<file path="config.mk">
export PLATFORM = sky130hd
export DESIGN_NAME = arm_subset_execute_unit
export DESIGN_NICKNAME = d
export VERILOG_FILES = /design/src/rtl/core/asx_pkg.sv /design/src/rtl/core/asx_regfile.sv /design/src/rtl/core/arm_subset_execute_unit.sv
export SDC_FILE = /design/constraint.sdc
export NUM_CORES = 2
export LEC_CHECK = 0
export BUFFER_PORTS_ARGS = -buffer_cell sky130_fd_sc_hd__buf_2
export CAP_MARGIN = 20
export CORE_ASPECT_RATIO = 0.9
export CORE_MARGIN = 10
export CORE_UTILIZATION = 45
export CTS_CLUSTER_SIZE = 28
export DETAILED_ROUTE_END_ITERATION = 8
export SYNTH_ARGS = -nofsm -noshare
export SYNTH_HDL_FRONTEND = slang
export SYNTH_SLANG_ARGS = --single-unit
</file>
<file path="constraint.sdc">
create_clock -name clk_i -period 19.9 [get_ports clk_i]
set_input_delay 1.99 -clock clk_i [delete_from_list [all_inputs] [get_ports clk_i]]
set_output_delay 1.99 -clock clk_i [all_outputs]
set_load 0.005 [all_outputs]
</file>
<file path="src/rtl/core/asx_pkg.sv">
// Package for the ARM subset execute unit: beat types, field widths and codes.
// No dependencies.
`default_nettype none
package asx_pkg;
  localparam int unsigned NumRegs = 16;
  localparam int unsigned RegIdxW = 4;

  typedef struct packed {
    logic        operation;
    logic [31:0] instruction;
    logic [31:0] read_data;
  } asx_in_t;

  typedef struct packed {
    logic [31:0] program_counter;
    logic        bus_valid;
    logic        bus_is_write;
    logic        bus_is_byte;
    logic [31:0] bus_address;
    logic [31:0] bus_write_data;
    logic [3:0]  flags_out;
    logic [1:0]  status;
  } asx_out_t;

  localparam logic       OpExec = 1'b0;
  localparam logic       OpLoad = 1'b1;
  localparam logic [1:0] StOk   = 2'd0;
  localparam logic [1:0] StCond = 2'd1;
  localparam logic [1:0] StUnimp = 2'd2;

  localparam logic [3:0] AluAnd = 4'h0;
  localparam logic [3:0] AluEor = 4'h1;
  localparam logic [3:0] AluSub = 4'h2;
  localparam logic [3:0] AluAdd = 4'h4;
  localparam logic [3:0] AluCmp = 4'hA;
  localparam logic [3:0] AluOrr = 4'hC;
  localparam logic [3:0] AluMov = 4'hD;

  localparam logic [31:0] BxMask  = 32'h0FFF_FFF0;
  localparam logic [31:0] BxMatch = 32'h012F_FF10;
  localparam logic [3:0]  PcIdx   = 4'd15;
  localparam logic [3:0]  LrIdx   = 4'd14;

  function automatic logic cond_pass(input logic [3:0] cc, input logic [3:0] f);
    logic n, z, c, v;
    n = f[3]; z = f[2]; c = f[1]; v = f[0];
    case (cc)
      4'h0: cond_pass = z;
      4'h1: cond_pass = !z;
      4'h2: cond_pass = c;
      4'h3: cond_pass = !c;
      4'h4: cond_pass = n;
      4'h5: cond_pass = !n;
      4'h6: cond_pass = v;
      4'h7: cond_pass = !v;
      4'h8: cond_pass = c && !z;
      4'h9: cond_pass = !c || z;
      4'hA: cond_pass = n == v;
      4'hB: cond_pass = n != v;
      4'hC: cond_pass = !z && (n == v);
      4'hD: cond_pass = z || (n != v);
      default: cond_pass = 1'b1;
    endcase
  endfunction
endpackage
`default_nettype wire

</file>
<file path="src/rtl/core/asx_regfile.sv">
// Register file of the ARM subset execute unit: 16x32 RAM, 3 read ports, 2 write ports.
// The PC is kept outside. Depends on asx_pkg.
`default_nettype none
module asx_regfile import asx_pkg::*; (
  input  wire logic               clk_i,
  input  wire logic               rst_ni,
  input  wire logic               re_i,
  input  wire logic [RegIdxW-1:0] ra_i,
  input  wire logic [RegIdxW-1:0] rb_i,
  input  wire logic [RegIdxW-1:0] rc_i,
  output logic      [31:0]        ra_o,
  output logic      [31:0]        rb_o,
  output logic      [31:0]        rc_o,
  input  wire logic               we0_i,
  input  wire logic [RegIdxW-1:0] wa0_i,
  input  wire logic [31:0]        wd0_i,
  input  wire logic               we1_i,
  input  wire logic [RegIdxW-1:0] wa1_i,
  input  wire logic [31:0]        wd1_i
);
  logic [31:0] mem_q [NumRegs];
  logic [NumRegs-1:0] vld_q;
  logic [RegIdxW-1:0] ra_q, rb_q, rc_q;
  logic [31:0] da_q, db_q, dc_q;

  // valid bits stand in for the reset value of every entry
  always_ff @(posedge clk_i or negedge rst_ni) begin
    if (!rst_ni) begin
      vld_q <= '0;
    end else begin
      if (we0_i) vld_q[wa0_i] <= 1'b1;
      if (we1_i) vld_q[wa1_i] <= 1'b1;
    end
  end

  always_ff @(posedge clk_i) begin
    if (we0_i) mem_q[wa0_i] <= wd0_i;
    if (we1_i) mem_q[wa1_i] <= wd1_i;
    if (re_i) begin
      ra_q <= ra_i; rb_q <= rb_i; rc_q <= rc_i;
      da_q <= mem_q[ra_i]; db_q <= mem_q[rb_i]; dc_q <= mem_q[rc_i];
    end
  end

  logic [NumRegs-1:0] vld_rd_q;
  always_ff @(posedge clk_i or negedge rst_ni) begin
    if (!rst_ni) vld_rd_q <= '0;
    else if (re_i) vld_rd_q <= vld_q;
  end

  assign ra_o = vld_rd_q[ra_q] ? da_q : '0;
  assign rb_o = vld_rd_q[rb_q] ? db_q : '0;
  assign rc_o = vld_rd_q[rc_q] ? dc_q : '0;
endmodule
`default_nettype wire

</file>
<file path="src/rtl/core/arm_subset_execute_unit.sv">
// Top level of the ARM subset execute unit: decode, ALU, forwarding, output stage.
// Depends on asx_pkg and asx_regfile.
//
// Usage: in_valid_i/in_stall_o carry one beat per instruction word (operation 0)
// or per load-data return (operation 1). Each beat yields exactly one result beat
// on out_valid_o/out_stall_i with r15, the bus request, NZCV and a status code.
// A beat is accepted into a register-read stage (synchronous RAM of r0..r14),
// executes in the next cycle and lands in the output register, which drives
// out_valid_o. One beat per cycle is sustained while the receiver does not stall;
// the rate is set by the single read-modify-write pass over the register RAM,
// with writes of the executing beat forwarded to the reading one.
// r15, flags and the pending-load state live in flip-flops.
// Reset clears all registers to zero (through per-entry valid bits) and empties
// the pipeline. When the receiver stalls, the output register holds; the execute
// stage then holds too and the input stalls once both are full.
`default_nettype none
module arm_subset_execute_unit import asx_pkg::*; (
  input  wire logic     clk_i,
  input  wire logic     rst_ni,
  input  wire logic     in_valid_i,
  output logic          in_stall_o,
  input  wire asx_in_t  in_data_i,
  output logic          out_valid_o,
  input  wire logic     out_stall_i,
  output asx_out_t      out_data_o
);
  logic     ex_vld_q, out_vld_q;
  asx_in_t  ex_q;
  asx_out_t out_q;
  logic     ex_go, in_go;

  assign ex_go      = ex_vld_q && (!out_vld_q || !out_stall_i);
  assign in_stall_o = ex_vld_q && !ex_go;
  assign in_go      = in_valid_i && !in_stall_o;

  logic [31:0] pc_q, pc_d;
  logic [3:0]  fl_q, fl_d;
  logic        lp_q, lp_d;
  logic [3:0]  lt_q, lt_d;

  logic [31:0] w;
  assign w = in_data_i.instruction;

  // RAM write ports (r0..r14 only; r15 held in pc_q)
  logic        we0, we1;
  logic [3:0]  wa0, wa1;
  logic [31:0] wd0, wd1;
  logic [31:0] ra_m, rb_m, rc_m;

  asx_regfile u_rf (
    .clk_i, .rst_ni, .re_i(in_go),
    .ra_i(w[19:16]), .rb_i(w[3:0]), .rc_i(w[15:12]),
    .ra_o(ra_m), .rb_o(rb_m), .rc_o(rc_m),
    .we0_i(we0), .wa0_i(wa0), .wd0_i(wd0),
    .we1_i(we1), .wa1_i(wa1), .wd1_i(wd1)
  );

  // forwarding of the previous executed beat's writes
  logic        fw0_q, fw1_q;
  logic [3:0]  fa0_q, fa1_q;
  logic [31:0] fd0_q, fd1_q;

  always_ff @(posedge clk_i or negedge rst_ni) begin
    if (!rst_ni) begin
      fw0_q <= 1'b0; fw1_q <= 1'b0;
    end else if (in_go || ex_go) begin
      fw0_q <= in_go && ex_go && we0;
      fw1_q <= in_go && ex_go && we1;
    end
  end
  always_ff @(posedge clk_i) begin
    if (ex_go) begin
      fa0_q <= wa0; fd0_q <= wd0; fa1_q <= wa1; fd1_q <= wd1;
    end
  end

  function automatic logic [31:0] fwd(input logic [3:0] a, input logic [31:0] m,
                                      input logic [31:0] pc, input logic e0,
                                      input logic [3:0] a0, input logic [31:0] d0,
                                      input logic e1, input logic [3:0] a1,
                                      input logic [31:0] d1);
    if (a == PcIdx) fwd = pc;
    else if (e1 && a1 == a) fwd = d1;
    else if (e0 && a0 == a) fwd = d0;
    else fwd = m;
  endfunction

  logic [31:0] rn_v, rm_v, rd_v;
  logic [31:0] x;
  assign x    = ex_q.instruction;
  assign rn_v = fwd(x[19:16], ra_m, pc_q, fw0_q, fa0_q, fd0_q, fw1_q, fa1_q, fd1_q);
  assign rm_v = fwd(x[3:0],   rb_m, pc_q, fw0_q, fa0_q, fd0_q, fw1_q, fa1_q, fd1_q);
  assign rd_v = fwd(x[15:12], rc_m, pc_q, fw0_q, fa0_q, fd0_q, fw1_q, fa1_q, fd1_q);

  asx_out_t    res;
  logic [31:0] op2, alu, moved, imm32, pc4;
  logic [4:0]  rot;
  logic [32:0] sub33, add33;
  logic        wr_rd, wr15;

  always_comb begin
    rot   = {x[11:8], 1'b0};
    imm32 = ({24'd0, x[7:0]} >> rot) | ({24'd0, x[7:0]} << (6'd32 - {1'b0, rot}));
    op2   = x[25] ? imm32 : rm_v;
    sub33 = {1'b0, rn_v} - {1'b0, op2};
    add33 = {1'b0, rn_v} + {1'b0, op2};
    moved = x[23] ? rn_v + {20'd0, x[11:0]} : rn_v - {20'd0, x[11:0]};
    pc4   = pc_q + 32'd4;
    alu   = '0;

    res   = '0;
    pc_d  = pc_q; fl_d = fl_q; lp_d = lp_q; lt_d = lt_q;
    we0   = 1'b0; wa0 = '0; wd0 = '0;
    we1   = 1'b0; wa1 = '0; wd1 = '0;
    wr_rd = 1'b0; wr15 = 1'b0;

    if (ex_q.operation == OpLoad) begin
      if (lp_q) begin
        lp_d = 1'b0;
        if (lt_q == PcIdx) pc_d = ex_q.read_data + 32'd4;
        else begin
          we0 = 1'b1; wa0 = lt_q; wd0 = ex_q.read_data;
        end
      end else res.status = StUnimp;
    end else if (!cond_pass(x[31:28], fl_q)) begin
      pc_d = pc4; res.status = StCond;
    end else if (x[27:25] == 3'b101) begin
      if (x[24]) begin
        we0 = 1'b1; wa0 = LrIdx; wd0 = pc4;
      end
      pc_d = pc_q + 32'd8 + {{6{x[23]}}, x[23:0], 2'b00};
    end else if ((x & BxMask) == BxMatch) begin
      pc_d = rm_v;
    end else if (x[27:26] == 2'b00) begin
      wr_rd = 1'b1;
      case (x[24:21]) inside
        AluAnd: alu = rn_v & op2;
        AluEor: alu = rn_v ^ op2;
        AluOrr: alu = rn_v | op2;
        AluMov: alu = op2;
        AluSub, AluCmp: alu = sub33[31:0];
        AluAdd: alu = add33[31:0];
        default: begin
          wr_rd = 1'b0; res.status = StUnimp;
        end
      endcase
      if (x[24:21] == AluCmp) wr_rd = 1'b0;
      if (wr_rd || x[24:21] == AluCmp) begin
        if (x[20] || x[24:21] == AluCmp) begin
          fl_d[3] = alu[31];
          fl_d[2] = alu == 32'd0;
          if (x[24:21] == AluSub || x[24:21] == AluCmp) begin
            fl_d[1] = !sub33[32];
            fl_d[0] = (rn_v[31] ^ op2[31]) & (rn_v[31] ^ alu[31]);
          end else if (x[24:21] == AluAdd) begin
            fl_d[1] = add33[32];
            fl_d[0] = (rn_v[31] ^ alu[31]) & (op2[31] ^ alu[31]);
          end
        end
      end
      pc_d = pc4;
      if (wr_rd) begin
        if (x[15:12] == PcIdx) pc_d = alu + 32'd4;
        else begin
          we0 = 1'b1; wa0 = x[15:12]; wd0 = alu;
        end
      end
    end else if (x[27:26] == 2'b01 && !x[25]) begin
      res.bus_valid   = 1'b1;
      res.bus_is_byte = x[22];
      res.bus_address = x[24] ? moved : rn_v;
      pc_d = pc4;
      if (!x[24] || x[21]) begin
        if (x[19:16] == PcIdx) wr15 = 1'b1;
        else begin
          we1 = 1'b1; wa1 = x[19:16]; wd1 = moved;
        end
      end
      if (wr15) pc_d = moved + 32'd4;
      if (x[20]) begin
        lp_d = 1'b1; lt_d = x[15:12];
      end else begin
        res.bus_is_write   = 1'b1;
        res.bus_write_data = x[22] ? {24'd0, rd_v[7:0]} : rd_v;
      end
    end else begin
      pc_d = pc4; res.status = StUnimp;
    end
    res.program_counter = pc_d;
    res.flags_out       = fl_d;
    if (!ex_go) begin
      we0 = 1'b0; we1 = 1'b0;
    end
  end

  always_ff @(posedge clk_i or negedge rst_ni) begin
    if (!rst_ni) begin
      ex_vld_q <= 1'b0; out_vld_q <= 1'b0;
      pc_q <= '0; fl_q <= '0; lp_q <= 1'b0; lt_q <= '0;
    end else begin
      if (in_go) ex_vld_q <= 1'b1;
      else if (ex_go) ex_vld_q <= 1'b0;
      if (ex_go) out_vld_q <= 1'b1;
      else if (!out_stall_i) out_vld_q <= 1'b0;
      if (ex_go) begin
        pc_q <= pc_d; fl_q <= fl_d; lp_q <= lp_d; lt_q <= lt_d;
      end
    end
  end

  always_ff @(posedge clk_i) begin
    if (in_go) ex_q <= in_data_i;
    if (ex_go) out_q <= res;
  end

  assign out_valid_o = out_vld_q;
  assign out_data_o  = out_q;
endmodule
`default_nettype wire

</file>
==> flow_summary.toml <==
[power_and_ir_drop]
total_power_w = 0.00622
p_leak_nw = 24.5
ir_drop_mv = 0.0746
p_per_area_mw_per_mm2 = 89.8

[sta]
rsz0062_at_grt = "false"
period_share_pct = 47.1
slew_violations = 0
max_slew.worst_pin.slew_ps = 1300
clock_skew_ps = 91.3
setup-violations-final = 0
fin_tns_setup_ps = 0
setup_ws_ps = 10520
finalHoldViolations = 0
slew_headroom_pct = 12.5
fmax_ghz = 0.107
min_period_ps = 9380

[synth]
synth_top_family_by_area = "multiplexers"
synthCells = 5292
synth_area_per_cell_um2 = 11.7
ys_warn_count = 0
synthAdderAreaFrac_pct = 4.04
synth_mux_area_share_pct = 19.7
synthFlopType = "edfxtp_1"
synth_edf_count = 850
syn-cell-area_mm2 = 0.0621
async_reset_ff_share_pct = 8.31
synth_simple_gate_area_share_pct = 11.7
synth_compound_area_share_pct = 14.1
synth_seq_cells = 927
ys_types = 116
ys_seq_area_share_pct = 44.2
synthXorXnorAreaFrac_pct = 2.82

[flow_run]
cap_violations = 0

[worst_setup_path]
cp_num_buf_inv = 2
r2r.worst_path.cells = 21
crit-reg2reg-launch = "x[2]$_DFFE_PP_"
endpoint_kind = "flop"
critPathKind = "flop to flop"
slowest_delay_ps = 1000
path_cells = "xnor2_1, nand2_1, nor2_1, buf_4, a211oi_1, o31ai_1, o21a_1, ha_1, inv_1, fa_1, nand2b_1, a21oi_1, o211ai_1, a2111oi_1, or3b_2, xnor2_1, a22oi_1, a32oi_1, a22oi_1, o21ai_0, a21o_1"
cp_slowest_cell = "a32oi_1"
reg2reg_to = "u_rf.mem_q[5][20]$_DFFE_PP_"
crit_fanout = 16
crit_start = "x[2]$_DFFE_PP_"
cp.required_ps = 20370
ff2ff_setup_slack_ps = 10520
cp_top_family = "compound AO/OA/AOI/OAI gates"
worst_setup_path_start_kind = "flop"
cp.depth = 21
endpoint = "u_rf.mem_q[5][20]$_DFFE_PP_"
arrival_ps = 9860

[finish]
fin_nets = 5682
register_area_mm2 = 0.0275
final_util_pct = 50.5
syn_to_final_growth_pct = 11.6
multi_input_area_mm2 = 0.0329
drive_gt1_share_pct = 22.2
fill_cells = 12200
fin_cells = 7340

[cts]
cts_tree = "built"
cts_max_path_buffers = 3
path_clk_slew_ps = 60
cts_root_buffer = "clkbuf_16"
holdBufCountCts = 0
cts.sinks = 927
numCtsBuffers = 100
worst_skew_pair.late_latency_ps = 770
clock_tree.htree_level_count = 3
cts_setup_buffers = 0
cts_resized = 0

[global_routing]
grtUsageTotal_pct = 35.2
antenna_found_initial = 19
grt_pass1_vias = 48300
grt_overflow = 0
grt_max_degree = 111
grt_pass1_wl_mm = 383

[drt]
routed_wl_mm = 276
drc = 0
avgViaCountPerCell = 7.01
vias = 51500
wl_per_cell_um = 37.7
drt-pass1-iter-count = 9
first_iter_violations = 7777
ant_nets = 0

[floorplan]
io_pins = 176
die_w_um = 411
initial_utilization_pct = 45.2
rows = 129
core_mm2 = 0.137
die_area_mm2 = 0.153
fp.dieH_um = 372

[hold_path]
hp-class = "flop to flop"

[run_status]
outcome = "complete, no violations"

[place]
port_buffers = 175
dp_slack_ps = 11120
dp.cells = 7140
gp_congestion = 1.10
hpwl_mm = 197
-- cell usage after synthesis (all sizes together), types with 87 or more instances --
master	number	area, um^2
edfxtp	850	25500
mux4	496	11200
nor2	425	1600
nand2	422	1590
a21oi	340	1700
clkbuf	299	1120
o21ai	292	1470
nand3	204	1040
ha	194	2430
inv	141	529
xnor2	113	1000
buf	91	417
nor3	87	440
-- final cells by class --
class                           instances  share of cell area [%]
Clock inverter                         66                    1.32
Clock buffer                          120                    3.80
Timing Repair Buffer                  380                    3.56
Tap cell                             1834                    3.31
Inverter                              143                   0.797
Sequential cell                       927                    39.7
Antenna cell                            7                  0.0253
Multi-Input combinational cell       3863                    47.5
-- per-layer routing --
layer,vias to the layer above,GRT usage (%),wire [um]
met5,-,0,69
met2,3761,51.5,118000
met4,10,21.3,20600
li1,21100,-,-
met1,25900,46.8,104000
met3,771,9.22,33700
-- cell families after synthesis --
family	after synthesis
other	1
adders and majority gates	198
buffers and inverters	533
DFF	927
xor gates and xnor gates	198
AOI/OAI and AO/OA	1321
and+or+nand+nor	1521
muxes	593
-- state kept, by name (all words and copies together), names as in the netlist, 4 cells and up --
register	count
ex_q	33
fa0_q	4
fa1_q	4
fd0_q	32
fd1_q	32
fl_q	4
lt_q	4
out_data_o	105
pc_q	32
u_rf.da_q	32
u_rf.db_q	32
u_rf.dc_q	32
u_rf.mem_q	512
u_rf.vld_q	16
u_rf.vld_rd_q	16
x	32
-- power by group --
part	switching [W]	internal, W	total [W]
Clock	0.000849	0.00118	0.00203
Combinational	0.00119	0.000611	0.00180
Sequential	0.000136	0.00225	0.00238
-- worst min-delay path by stage --
stage,start,to,cells after the start
after floorplan,u_rf.vld_q[15]$_DFF_PN0_,u_rf.vld_q[15]$_DFF_PN0_,1
after global placement,u_rf.vld_q[15]$_DFF_PN0_,u_rf.vld_q[15]$_DFF_PN0_,0
after detailed placement,u_rf.vld_q[15]$_DFF_PN0_,u_rf.vld_q[15]$_DFF_PN0_,0
after CTS,u_rf.vld_q[15]$_DFF_PN0_,u_rf.vld_q[15]$_DFF_PN0_,0
after global routing,u_rf.vld_q[15]$_DFF_PN0_,u_rf.vld_q[15]$_DFF_PN0_,0
final,u_rf.vld_q[15]$_DFF_PN0_,u_rf.vld_q[15]$_DFF_PN0_,0
-- stage by stage --
stage,instance area [um^2],hold slack (ps)
2_1_floorplan,62200,425
3_3_place_gp,65600,371
3_5_place_dp,65600,376
4_1_cts,69200,390
5_1_grt,69200,393
6_report,69200,390
-- placed cells by master, fill, tap and decap left out, drive strengths merged, types with 30 or more instances in the layout --
| cell type | count |
|---|---|
| nand3 | 204 |
| o221ai | 30 |
| o21bai | 34 |
| mux4 | 496 |
| nand4 | 45 |
| and3 | 63 |
| o21a | 38 |
| a21o | 57 |
| mux2i | 40 |
| o21ai | 292 |
| edfxtp | 850 |
| xnor2 | 113 |
| nand2b | 40 |
| o31ai | 35 |
| o211ai | 45 |
| clkbuf | 125 |
| a21oi | 340 |
| ha | 194 |
| clkinv | 38 |
| xor2 | 85 |
| buf | 375 |
| inv | 149 |
| a31oi | 54 |
| nor4 | 32 |
| a211oi | 74 |
| nor3 | 87 |
| or2 | 33 |
| dfrtp | 77 |
| nor2 | 425 |
| nand2 | 422 |
| mux2 | 57 |
| o22ai | 47 |
| conb | 32 |
Note: power is estimated with default switching activity, not from simulation.
